--- src/hdl/wte_pkg.sv ---
// shared types, constants and operation codes of the watchpoint table engine
`timescale 1ns / 1ps

package wte_pkg;

	localparam int CPU_COUNT     = 8;
	localparam int SLOTS_PER_CPU = 16;
	localparam int CPU_IDX_W     = (CPU_COUNT > 1) ? $clog2(CPU_COUNT) : 1;
	localparam int SLOT_W        = 5;
	localparam int CFG_W         = 5;
	localparam int FUNC_W        = 3;
	localparam int CPU_W         = 3;
	localparam int ADDR_W        = 32;
	localparam int TAG_W         = 32;
	localparam int MASK_W        = 5;
	localparam int ATYPE_W       = 2;

	localparam logic [MASK_W-1:0] MIN_SHIFT = MASK_W'(3);

	localparam logic [FUNC_W-1:0] FN_INSERT  = 3'd0;
	localparam logic [FUNC_W-1:0] FN_REMOVE  = 3'd1;
	localparam logic [FUNC_W-1:0] FN_CLEAR   = 3'd2;
	localparam logic [FUNC_W-1:0] FN_DISABLE = 3'd3;
	localparam logic [FUNC_W-1:0] FN_ENABLE  = 3'd4;
	localparam logic [FUNC_W-1:0] FN_HIT     = 3'd5;

	typedef struct packed {
		logic [FUNC_W-1:0]  func;
		logic [CPU_W-1:0]   cpu;
		logic               cpu_ok;
		logic [SLOT_W-1:0]  n;
		logic [ADDR_W-1:0]  address;
		logic [ATYPE_W-1:0] access_type;
		logic [MASK_W-1:0]  mask_bits;
		logic [TAG_W-1:0]   user_tag;
		logic               has_handler;
	} op_t;

	typedef struct packed {
		logic live;
		logic done;
	} tok_t;

	typedef struct packed {
		logic               handler;
		logic [MASK_W-1:0]  mask;
		logic [ATYPE_W-1:0] atype;
		logic               en;
	} flags_t;

	typedef struct packed {
		logic             valid;
		logic [TAG_W-1:0] tag;
	} evt_t;

endpackage

--- src/hdl/wte_cell.sv ---
// one slot column of the table: the entries of one slot index for every cpu
`timescale 1ns / 1ps

module wte_cell import wte_pkg::*; (
	input  logic              clk,
	input  logic              arst_n,
	input  logic              step,
	input  logic [SLOT_W-1:0] slot_id,
	input  op_t               op,
	input  tok_t              tok_in,
	output tok_t              tok_out,
	output evt_t              evt
);

	logic              valid_q [CPU_COUNT];
	logic [ADDR_W-1:0] base_q  [CPU_COUNT];
	logic [TAG_W-1:0]  tag_q   [CPU_COUNT];
	flags_t            flags_q [CPU_COUNT];
	tok_t              tok_q;

	logic [CPU_IDX_W-1:0] sel;
	logic                 v;
	logic [ADDR_W-1:0]    b;
	logic [TAG_W-1:0]     t;
	flags_t               fl;
	logic                 act;
	logic                 do_ins;
	logic                 do_rem;
	logic                 do_wipe;
	logic                 do_hit;
	logic                 set_en;
	logic                 clr_en;
	logic [MASK_W-1:0]    sh;
	logic [ADDR_W:0]      hi;
	logic                 in_range;

	always_ff @(posedge clk or negedge arst_n) begin
		if (!arst_n) begin
			tok_q <= '0;
		end else if (step) begin
			tok_q <= tok_in;
		end
	end

	always_comb begin
		sel      = CPU_IDX_W'(op.cpu);
		v        = valid_q[sel];
		b        = base_q[sel];
		t        = tag_q[sel];
		fl       = flags_q[sel];
		act      = tok_q.live && step && op.cpu_ok && (slot_id < op.n);
		sh       = (fl.mask < MIN_SHIFT) ? MIN_SHIFT : fl.mask;
		hi       = {1'b0, b} + ((ADDR_W + 1)'(1) << sh);
		in_range = (op.address >= b) && ({1'b0, op.address} < hi);
		do_ins   = act && (op.func == FN_INSERT) && !tok_q.done && !v;
		do_rem   = act && (op.func == FN_REMOVE) && !tok_q.done && v && (b == op.address);
		do_wipe  = do_rem || (act && (op.func == FN_CLEAR));
		do_hit   = act && (op.func == FN_HIT) && v && fl.handler && in_range;
		set_en   = act && v && ((op.func == FN_ENABLE) || (op.func == FN_HIT));
		clr_en   = act && v && (op.func == FN_DISABLE);
		tok_out.live = tok_q.live;
		tok_out.done = tok_q.done || do_ins || do_rem;
		evt.valid    = do_ins || do_rem || do_hit;
		evt.tag      = t;
	end

	always_ff @(posedge clk or negedge arst_n) begin
		if (!arst_n) begin
			for (int c = 0; c < CPU_COUNT; c++) begin
				valid_q[c] <= 1'b0;
			end
		end else if (do_ins) begin
			valid_q[sel] <= 1'b1;
		end else if (do_wipe) begin
			valid_q[sel] <= 1'b0;
		end
	end

	always_ff @(posedge clk) begin
		if (do_ins) begin
			base_q[sel]  <= op.address;
			tag_q[sel]   <= op.user_tag;
			flags_q[sel] <= '{handler: op.has_handler, mask: op.mask_bits,
				atype: op.access_type, en: 1'b1};
		end else if (do_wipe) begin
			base_q[sel]  <= '0;
			tag_q[sel]   <= '0;
			flags_q[sel] <= '0;
		end else if (set_en) begin
			flags_q[sel].en <= 1'b1;
		end else if (clr_en) begin
			flags_q[sel].en <= 1'b0;
		end
	end

endmodule

--- config.mk ---
export PLATFORM = sky130hd
export DESIGN_NAME = wte_cell
export DESIGN_NICKNAME = d
export VERILOG_FILES = /design/src/hdl/wte_pkg.sv /design/src/hdl/wte_cell.sv
export SDC_FILE = /design/constraint.sdc
export NUM_CORES = 1
export LEC_CHECK = 0
export ABC_AREA = 1
export BUFFER_PORTS_ARGS = -buffer_cell sky130_fd_sc_hd__buf_2
export CAP_MARGIN = 20
export CORE_MARGIN = 2
export CORE_UTILIZATION = 55
export DETAILED_ROUTE_END_ITERATION = 8
export PLACE_DENSITY_LB_ADDON = 0.25
export SYNTH_ARGS = -nofsm -noshare
export SYNTH_HDL_FRONTEND = slang
export SYNTH_SLANG_ARGS = --single-unit
--- constraint.sdc ---
create_clock -name clk -period 3.85 [get_ports clk]
set_clock_uncertainty 0.15 [all_clocks]
set_input_delay 0 -clock clk [delete_from_list [all_inputs] [get_ports clk]]
set_output_delay 0 -clock clk [all_outputs]
set_load 0.05 [all_outputs]
# Yosys cells after proc, flatten, opt, wreduce, memory -nomap -nowiden
# Memories as Yosys holds them, arrays and structs flattened.
# Index checks and enable logic that the tools add are counted.
# totals
regBits,10
input_bits,94
output_inout_bits,35
memories,3
mem_bits_rw,584
wordCells,93
# classes
n_mux,27
add_sub_neg,1
n_lt_le_gt_ge,6
shifts,1
n_eq_ne,6
n_reduce_logical,30
n_bitwise,9
# memory_table
name,words,width,rd,rd_ports_with_merged_regs,write_ports,line,rtl
base_q,8,32,1,0,1,wte_cell.sv:16,logic [ADDR_W-1:0] base_q [CPU_COUNT];
tag_q,8,32,1,0,1,wte_cell.sv:17,logic [TAG_W-1:0] tag_q [CPU_COUNT];
flags_q,8,9,1,0,1,wte_cell.sv:18,flags_t flags_q [CPU_COUNT];
# ops
cell,n
32-bit two-way mux,2
32-bit by 33-bit adder with 33-bit output,1
32-bit by 33-bit less-than comparator with 1-bit output,1
1-bit by 5-bit << shifter with 33-bit output (first input constant),1
32-bit equality test,1
32-bit greater-or-equal comparator,1
1-bit logical AND,20
1-bit two-way mux,19
8-bit two-way mux,2
9-bit two-way mux,1
8-bit bitwise AND,1
8-bit inverter,1
8-bit OR,1
3-bit by 2-bit equality test with 1-bit output (second input constant),2
3-bit equality test (second input constant),2
1-bit logical OR,6
5-bit by 2-bit less-than comparator with 1-bit output (second input constant),1
5-bit less-than comparator,1
5-bit two-way mux,1
1-bit OR,5
4-bit greater-or-equal comparator (second input constant),1
4-bit by 1-bit less-than comparator with 1-bit output (second input constant),1
3-bit inverter with 4-bit output,1
1-bit binary-select mux with 3-bit select,1
other kinds (5),6

# Logic depth before layout (Yosys ltp)
# depth
ltp_word,14
depth_mapped,37
ltp_nobuf,37

# Worst setup path before layout
# OpenSTA, ideal clock, no wires.
# synth_timing
path_type,input to register
start,in op[79] (netlist bit)
end,mem base_q[2][0] (enable)
arrival_ns,3.894
required_ns,3.276
setup_ns,0.424
path_stages,18
n_path_buf,3
path_slack_ns,-0.618
cell_sequence,buf_2 -> nor3_2 -> clkbuf_1 -> buf_1 -> a22oi_1 -> nand4_1 -> inv_1 -> ha_1 -> nand2_1 -> nor2_1 -> nand4_1 -> nor3_1 -> nand2_1 -> inv_1 -> nand4_1 -> nand3_2 -> nand2_1 -> inv_1
# synth_between
elab_chain_cells,11
word_cells_on_any_way,17
cone_classes,eq/ne (1); mux (8); bitwise (2); reduce/logical (5); memory (1)
# synth_rtl
item,line,rtl
start: declaration,wte_cell.sv:9,"input op_t op,"
branches (longest 11 deep; another with memory read 8 x 32 bit),--,
end: declaration,wte_cell.sv:16,
# Several ways; the timed one is not identified. The select of a mux whose other input is x is not followed.

==> qor.txt <==
Per-cell routed wire length: 22.7 um
Drt pass-1 iters: 6
DRT antenna net count: 0
Final Hold Fails: 0
CP Class: flop to output pin
First-pass GRT wire length: 100 mm
Post-synth EDFFs: 560
Synthesized flop and latch total: 570
TritonCTS Buffers: 53
Die Y: 217 um
Final Setup Violations: 1
Max stage delay on crit path: 0.33 ns
Synthesized instance count: 1,936
Vias per cell: 5.82
Top Usage Layer GRT: met2
Bufs on Longest Clock Path: 3
Worst Tran Pin Value: 0.803 ns
Worst IR drop on VDD: 0.487 mV
Clock transition at path regs: 0.07 ns
Largest family of logic cells by synthesized area: simple AND/OR/NAND/NOR gates
Cell area after synthesis: 24,900 um^2
Synth Area in Compound Gates: 10.6%
Mux cell area share after synthesis: 0.0452%
Share of cells above drive strength 1: 26.6%
TritonCTS clock tree: done
CP top delay family: simple AND/OR/NAND/NOR gates
Power density over cell area: 420 nW/um^2
Initial antenna violation count: 0
Top_reg_cell synth: edfxtp_1
I/O pins: 129
Cell repeated most along the worst path: nand2_1
Final Core Density: 72.2%
Register area: 17,100 um^2
Synth Warn #: 0
CP Buf/Inv Count: 3
Area of the multi-input gates: 7420 um^2
Sequential fraction of the synthesis area: 68.5%
Share of flip-flops with an asynchronous set or reset: 1.75%
Die area: 47,000 um^2
Setup WS post-layout: -1.10 ns
Filler cells: 2,968
Simple-gate share of the synthesized area: 10.6%
Max Slew Vio Count: 0
GRT Util Overall: 28.3%
Routed WL: 69.9 mm
Placed Cells: 2,857
Final HPWL DP: 44.4 mm
CP Depth: 31
Slowest cell on the critical path: ha_1
Largest net degree at the start of global routing: 37
CP startpoint kind: flop
DR DRC count: 0
Met1 usage: 40.5%
Number of nets in the layout: 2,631
Placement Rows: 77
LEAKAGE: 0.0124 uW
CP Max Fanout: 6
Worst Hold Class: input port to flop
Final period utilization: 129%
Arrival time at the worst endpoint: 4.80 ns
Register-to-Register Path Depth: 19
Total clock sinks: 570
Vias in the first global route: 17,400
Max Freq: 0.202 GHz
Drt initial violations: 1,913
Vias: 17,900
Starting Density: 56.0%
ANT cells: 0
Commonest non-fill, non-tap cells in the layout: edfxtp_1, nand2_1, buf_4, inv_1, nor2_1
Clock latency on the worst-skew pair: 0.60 ns
Placer Congestion: 0.974
Max_cap viols: 0
Worst path required time: 3.70 ns
XOR/XNOR Fraction of Synth Area: 1.02%
Core area: 44,500 um^2
Status: finished, violations left
Number of port buffers: 126
Final cell count without fillers: 3,072
Syn_area_per_cell: 12.9 um^2
Area delta synth->final: 28.9%
RSZ-0062 raised after global routing: yes
Hold Path Stages: 3
Most common cell after layout, fill and taps aside: edfxtp_1
Setup WS pre-CTS: -1.02 ns
Worst Setup End Kind: output pin
Met3 Use GR: 3.19%
Post-synth cell types: 50
Die width: 217 um
Adder-cell share of the synthesized area: 5.05%
CTS HTree Levels: 2
Rel. slew slack: 46.0%
Total grt overflow: 0
Fin crit period: 4.95 ns
Failing checks: negative setup slack
GR Layer Usage met2: 45.9%
Root Buffer: clkbuf_16
## report_power, final
part | switching (uW) | internal (uW)
logic | 1010 | 673
registers | 4.06 | 6830
clock network | 2240 | 2740
total | 3250 | 10200
## metrics by stage
| stage | power (uW) | hold slack [ns] | setup TNS, ns | cell area, um^2 |
|---|---|---|---|---|
| after floorplan | 7830 | -0.446 | 0 | 25000 |
| after global placement | 8420 | -0.275 | -455.68 | 28500 |
| after detailed placement | 8450 | -0.268 | -445.89 | 28500 |
| after CTS | 13400 | 0.0333 | -1.06 | 31200 |
| after global routing | 13900 | 0.104 | -44.09 | 32100 |
| final | 13500 | 0.0546 | -1.10 | 32100 |
## cells in the mapped netlist (3+ instances only)
| cell type | number | area (um^2) |
|---|---|---|
| a211oi_1 | 3 | 22.5 |
| a21o_1 | 6 | 45.0 |
| a21oi_1 | 79 | 395 |
| a221oi_1 | 78 | 683 |
| a22o_1 | 75 | 657 |
| a22oi_1 | 55 | 413 |
| a31oi_1 | 3 | 18.8 |
| buf_1 | 14 | 52.6 |
| buf_2 | 17 | 85.1 |
| clkbuf_1 | 36 | 135 |
| dfrtp_1 | 10 | 250 |
| edfxtp_1 | 560 | 16800 |
| ha_1 | 99 | 1240 |
| inv_1 | 189 | 709 |
| inv_2 | 12 | 45.0 |
| nand2_1 | 321 | 1200 |
| nand3_1 | 37 | 185 |
| nand3_2 | 10 | 100 |
| nand4_1 | 48 | 300 |
| nor2_1 | 141 | 529 |
| nor2_4 | 3 | 33.8 |
| nor3_1 | 17 | 85.1 |
| nor3_2 | 6 | 60.1 |
| nor4_1 | 9 | 56.3 |
| o211ai_1 | 4 | 30.0 |
| o21a_1 | 7 | 52.6 |
| o21ai_0 | 27 | 135 |
| o21ai_1 | 10 | 50.1 |
| o21bai_1 | 6 | 45.0 |
| xnor2_1 | 16 | 140 |
| xor2_1 | 13 | 114 |
## worst register-to-register path, stage by stage (launching register included)
cell and delay, ns:
edfxtp_1 0.37, a22o_1 0.24, a221oi_1 0.26, nand4_1 0.28
buf_4 0.21, inv_1 0.04, ha_1 0.14, nand4_1 0.14
nor3_2 0.18, buf_4 0.15, nand2_2 0.05, buf_6 0.14
inv_2 0.04, nand4_1 0.14, nand3_4 0.24, buf_6 0.14
nand2_4 0.06, clkinvlp_4 0.16, buf_4 0.17, clkbuf_16 0.18
## sequential cells by signal, indices dropped and copies added, names as in the netlist, named ones only
name,cells
base_q,256
tag_q,256
flags_q,48
tok_out,1
tok_q,1
## cells by family (layout without fill, tap and decap cells)
group                      count (synthesis)  count (layout)
and+or+nand+nor                          602             602
other                                      2               4
muxes                                      1               1
adders and majority gates                100             100
AOI/OAI and AO/OA                        363             363
buffers and inverters                    269             811
DFF                                      570             570
xor gates and xnor gates                  29              29
## metal layers
layer  up-vias  routed length, um
met5         -                  0
met4         0               2090
met3       135               6060
met2       890              33200
met1      8694              28500
li1       8163                  -
## worst paths after layout
kind | startpoint | endpoint | slack (ns)
worst max-delay path | flags_q[7][7] | evt[32] | -1.10
worst min register to register | flop | flop | 0.35
max in group asynchronous | arst_n | asynchronous set/reset pin | 2.91
min in group asynchronous | arst_n | asynchronous set/reset pin | 0.31
worst min-delay path | step | tok_q[0] | 0.05
worst max register to register | base_q[7][16] | tag_q[7][28] | 0.08
## area by class of cell
class / instances / area share (%)
timing repair buffer: 512 / 13.9
sequential: 570 / 53.1
multi-input combinational: 1099 / 23.1
clock buffer: 65 / 4.27
inverter: 201 / 2.47
clock inverter: 33 / 0.826
tap: 592 / 2.31
## timing repair
item	4_1_cts	5_1_grt
cloned	0	11
setup buffers	4	22
endpoints found under the hold margin	580	0
hold buffers	80	0
pin swaps	26	42
setup endpoints to repair	47	594
gates resized for setup	50	98
(Power assumes the default switching activity.)
